===== src/rtl/mlp_pkg.sv =====
// ----------------------------------------------------------------------------
// mlp_pkg
// Shared types, codes and arithmetic constants of the perceptron classifier.
// ----------------------------------------------------------------------------
`default_nettype none

package mlp_pkg;

  // sequencer states
  typedef enum logic [2:0] {
    S_IDLE,
    S_MAC,
    S_FIN,
    S_OUT,
    S_DONE
  } state_t;

  // steps of the hidden-unit finishing pass
  typedef enum logic [2:0] {
    F_RD,
    F_BIAS,
    F_SUM,
    F_MAG,
    F_MUL,
    F_PROD,
    F_DIV
  } fin_step_t;

  localparam logic [1:0] ACT_W1   = 2'd0;
  localparam logic [1:0] ACT_W2   = 2'd1;
  localparam logic [1:0] ACT_PIX  = 2'd2;
  localparam logic [1:0] ACT_NONE = 2'd3;

  localparam logic [1:0] CFG_INPUT_COUNT  = 2'd0;
  localparam logic [1:0] CFG_HIDDEN_COUNT = 2'd1;
  localparam logic [1:0] CFG_OUTPUT_COUNT = 2'd2;

  localparam int ACC_W   = 40;
  localparam int WGT_W   = 16;
  localparam int HID_W   = 13;
  localparam int MUL_A_W = 25;
  localparam int MUL_B_W = 17;
  localparam int PROD_W  = MUL_A_W + MUL_B_W;

  localparam logic [2:0] CLS_NONE   = 3'd4;
  localparam logic [2:0] CLS_LAST   = 3'd4;

  // floor(2^23 / 255): estimate of x/255 low by at most one for x < 2^23
  localparam logic signed [MUL_B_W-1:0] RECIP_255 = 17'sd32896;
  // magnitudes from 255*32769 upward saturate
  localparam logic [ACC_W-1:0] DIV_SAT = 40'd8356095;
  localparam logic [ACC_W-1:0] ROUND_HALF = 40'd127;

  // piecewise-linear sigmoid, q4.12 magnitude in, q1.12 out
  function automatic logic [HID_W-1:0] sigmoid_q12(input logic neg, input logic [15:0] a);
    logic [15:0] y;
    if (a >= 16'd20480) begin
      y = 16'd4096;
    end else if (a >= 16'd9728) begin
      y = (a >> 5) + 16'd3456;
    end else if (a >= 16'd4096) begin
      y = (a >> 3) + 16'd2560;
    end else begin
      y = (a >> 2) + 16'd2048;
    end
    if (neg) begin
      y = 16'd4096 - y;
    end
    return y[HID_W-1:0];
  endfunction

endpackage

`default_nettype wire


===== src/rtl/mlp_mul.sv =====
// ----------------------------------------------------------------------------
// mlp_mul
// Shared signed multiplier with a registered product.
// ----------------------------------------------------------------------------
`default_nettype none

module mlp_mul (
  input  wire logic                                clk,
  input  wire logic signed [mlp_pkg::MUL_A_W-1:0] a,
  input  wire logic signed [mlp_pkg::MUL_B_W-1:0] b,
  output logic signed [mlp_pkg::PROD_W-1:0]       p
);

  always_ff @(posedge clk) begin
    p <= a * b;
  end

endmodule

`default_nettype wire


===== config.mk =====
export PLATFORM = sky130hd
export DESIGN_NAME = mlp_mul
export DESIGN_NICKNAME = d
export VERILOG_FILES = /design/src/rtl/mlp_pkg.sv /design/src/rtl/mlp_mul.sv
export SDC_FILE = /design/constraint.sdc
export NUM_CORES = 1
export LEC_CHECK = 0
export BUFFER_PORTS_ARGS = -buffer_cell sky130_fd_sc_hd__clkbuf_2
export CAP_MARGIN = 20
export CORE_MARGIN = 2
export CORE_UTILIZATION = 60
export CTS_CLUSTER_SIZE = 30
export DETAILED_ROUTE_END_ITERATION = 16
export GPL_TIMING_DRIVEN = 0
export PLACE_DENSITY = 0.78
export SLEW_MARGIN = 25
export SYNTH_ARGS = -nofsm -noshare
export SYNTH_HDL_FRONTEND = slang
export SYNTH_SLANG_ARGS = --single-unit

===== constraint.sdc =====
create_clock -name clk -period 24.2 [get_ports clk]
set_clock_uncertainty 0.15 [all_clocks]
set_input_delay 7.26 -clock clk [delete_from_list [all_inputs] [get_ports clk]]
set_output_delay 7.26 -clock clk [all_outputs]
set_load 0.01 [all_outputs]

==> implementation parameters <==
Parameter                              Value

Status
  Run status ... complete, no violations

Finish
  Registers with the most flip-flops ... p x42
  Area delta synth->final ... 6.14%
  Number of inserted diodes ... 0
  Largest register by flop count ... p
  Commonest cells after routing, fill and taps aside ... sky130_fd_sc_hd__inv_1 (446), sky130_fd_sc_hd__fa_1 (416), sky130_fd_sc_hd__nand2_1 (237), sky130_fd_sc_hd__and2_1 (188), sky130_fd_sc_hd__ha_1 (101)
  Fraction of layout instances using a drive strength above 1 ... 0.0551
  Net count, final ... 2,357
  Max reg flops ... 42
  Most common cell after layout, fill and taps aside ... sky130_fd_sc_hd__inv_1

Drt
  Via-per-instance ratio ... 5.57
  Detailed Routing Iterations Pass 1 ... 7
  Final Routed Wirelength ... 41,000 um
  DRC violation count after routing ... 0
  DRC violation total after the first TritonRoute iteration ... 965
  Vias post-DR ... 11,873
  Post-DR wirelength/cell ... 19.2 um
  Antenna-violating nets left ... 0

Worst setup path
  Capture point of the worst path ... p[40]$_DFF_P_
  Crit path depth ... 22
  Most Frequent Cell on Critical Path ... sky130_fd_sc_hd__fa_1
  Crit-path max cell delay ... 0.74 ns
  Category of the worst setup path capture point ... flip-flop
  Worst Setup Start Kind ... primary input
  Cell with the largest stage delay on the worst path ... sky130_fd_sc_hd__a221oi_1
  Path type of the worst setup path ... in2reg
  Worst path top cell family by delay ... adder cells
  CP Launch Point ... a[10]
  Crit path arrival time ... 14.71 ns
  Worst path buffer plus inverter count ... 5
  Worst-path cell chain ... clkbuf_2, clkbuf_1, nand2_1, fa_1, fa_1, fa_1, fa_1, inv_1, fa_1, inv_1, fa_1, inv_1, ha_1, and3_1, a221oi_1, or2_2, a31oi_1, nor3_2, a31oi_1, o41ai_4, or4b_1, o211ai_1
  Required time at the endpoint of the critical path ... 24.28 ns
  Largest driver fanout on the critical path ... 10

CTS
  CTS tree ... done
  Hold-fix buffer count after cts ... 0
  H-tree Lvls ... 2
  Postcts setup bufs ... 0
  Number of resized instances in the post-cts repair step ... 0
  Total CTS buffers ... 5
  Deepest clock path buffer count ... 2
  TritonCTS sink count ... 42
  Clock slew at reported path FFs ... 0.07 ns
  CTS Root Cell ... sky130_fd_sc_hd__clkbuf_16

Synth
  Post-Syn Nets ... 2,266
  Most frequently used flop master after synthesis ... sky130_fd_sc_hd__dfxtp_1
  Number of distinct library cell variants in the gate-level netlist after synthesis ... 49
  Post-Synthesis Cell Area ... 0.0159 mm2
  Proportion of register bits with asynchronous set or reset after synthesis ... 0
  Cells after Synth ... 1,706
  Number of enable-type register cells in the synthesized netlist ... 0
  Average size of a mapped cell ... 9.30 um2
  FF+latch count, synth ... 42
  Count of synthesis-stage warnings from yosys ... 0
  Sequential area share after synthesis ... 0.0530

Global routing
  Global-route wire length before repair ... 68,500 um
  Remaining Overflow, GRT ... 0
  GRT met3 Usage ... 0.0577
  Busiest grt layer ... met2
  Total routing usage reported by global routing ... 0.319
  Grt met2 use ... 0.534
  Number of global-route vias before repair ... 13,361
  Pin count of the biggest net entering global routing ... 13
  Global routing met1 resource utilization ... 0.397
  Number of antenna violations at the first check in global routing ... 1

Die
  Number of core rows ... 59
  DIE WIDTH ... 167 um
  Starting utilization of the core area ... 0.611
  Number of top-level pins ... 85
  Die Area ... 0.0278 mm2
  CORE AREA ... 0.0260 mm2
  Vertical extent of the die ... 167 um

STA
  Count of endpoints failing hold in the final timing report ... 0
  Post-route minimum period ... 14.63 ns
  Setup repair after global routing missed its margin ... false
  Transition time at the pin with the least slew margin ... 0.863 ns
  Max-slew headroom at the worst pin ... 0.424
  Accumulated negative setup slack ... 0 ns
  Highest clock rate ... 0.0683 GHz
  Setup-failing EPs final ... 0
  Crit share post-route ... 0.605
  Slew Limit Fails ... 0

Place
  Weighted congestion reported at the end of routability-driven placement ... 1.01
  Post-detail-place hpwl ... 34,800 um
  Number of I/O port buffers ... 84

Min path
  Min-Delay Path Class ... in2reg

Flow run
  Reported max-cap violation count ... 0
[Yosys cell counts (all sizes together), types with 10 or more instances]
library cell	number	share of area
inv	446	0.11
fa	416	0.52
nand2	237	0.056
and2	188	0.074
ha	101	0.080
clkbuf	60	0.014
dfxtp	42	0.053
nor2	34	0.0080
xnor2	31	0.017
a21oi	22	0.0069
a21o	16	0.0076
nand2b	12	0.0047
o21ai	12	0.0038
o21bai	11	0.0052
xor2	10	0.0055
[layer usage]
metal  part of all wire  wire (um)  up-vias
li1                   -          -     5084
met1               0.37      15200     6034
met5                  0          0        -
met4              0.066       2700        0
met2               0.48      19500      592
met3              0.087       3570      163
[logic make-up after synthesis]
family                   count (synthesis)  synth area share
AND/OR/NAND/NOR                        502             0.156
adder cells (fa/ha/maj)                517             0.605
multiplexers                             1          0.000710
buffers and inverters                  508             0.120
flip-flops                              42            0.0530
XOR/XNOR                                41            0.0226
AO/OA/AOI/OAI                           95            0.0425
[cell type report]
cell class                      count  area, um2
Buffer                             61        229
Multi-Input combinational cell   1156      13100
Fill cell                        2156       9150
Inverter                          447       1680
Clock inverter                      2       10.0
Clock buffer                        5        125
Tap cell                          335        419
Timing Repair Buffer               84        420
Sequential cell                    42        841
[worst min-delay path by stage]
stage               startpoint            to  slack [ns]  depth (start not counted)
finish                    a[0]  p[0]$_DFF_P_        7.16                          2
global route              a[0]  p[0]$_DFF_P_        7.18                          2
CTS                       a[0]  p[0]$_DFF_P_        7.16                          2
detailed placement        a[0]  p[0]$_DFF_P_        7.47                          2
global placement          a[0]  p[0]$_DFF_P_        7.44                          2
floorplan                 a[0]  p[0]$_DFF_P_        7.23                          1
[per-stage QoR]
| step | cells | util | hold WS (ns) | setup slack (ns) | instance area (um2) |
|---|---|---|---|---|---|
| 6_report | 2132 | 0.648 | 7.16 | 9.57 | 16800 |
| 5_1_grt | 2132 | 0.648 | 7.18 | 9.34 | 16800 |
| 4_1_cts | 2132 | 0.648 | 7.16 | 9.63 | 16800 |
| 3_5_place_dp | 2125 | 0.643 | 7.47 | 9.30 | 16700 |
| 3_3_place_gp | 2125 | 0.643 | 7.44 | 9.33 | 16700 |
| 2_1_floorplan | 1706 | - | 7.23 | 10.79 | 15900 |
Power is not shown: default switching activity piles up to over one toggle a cycle in this logic, so the estimate is an artifact.
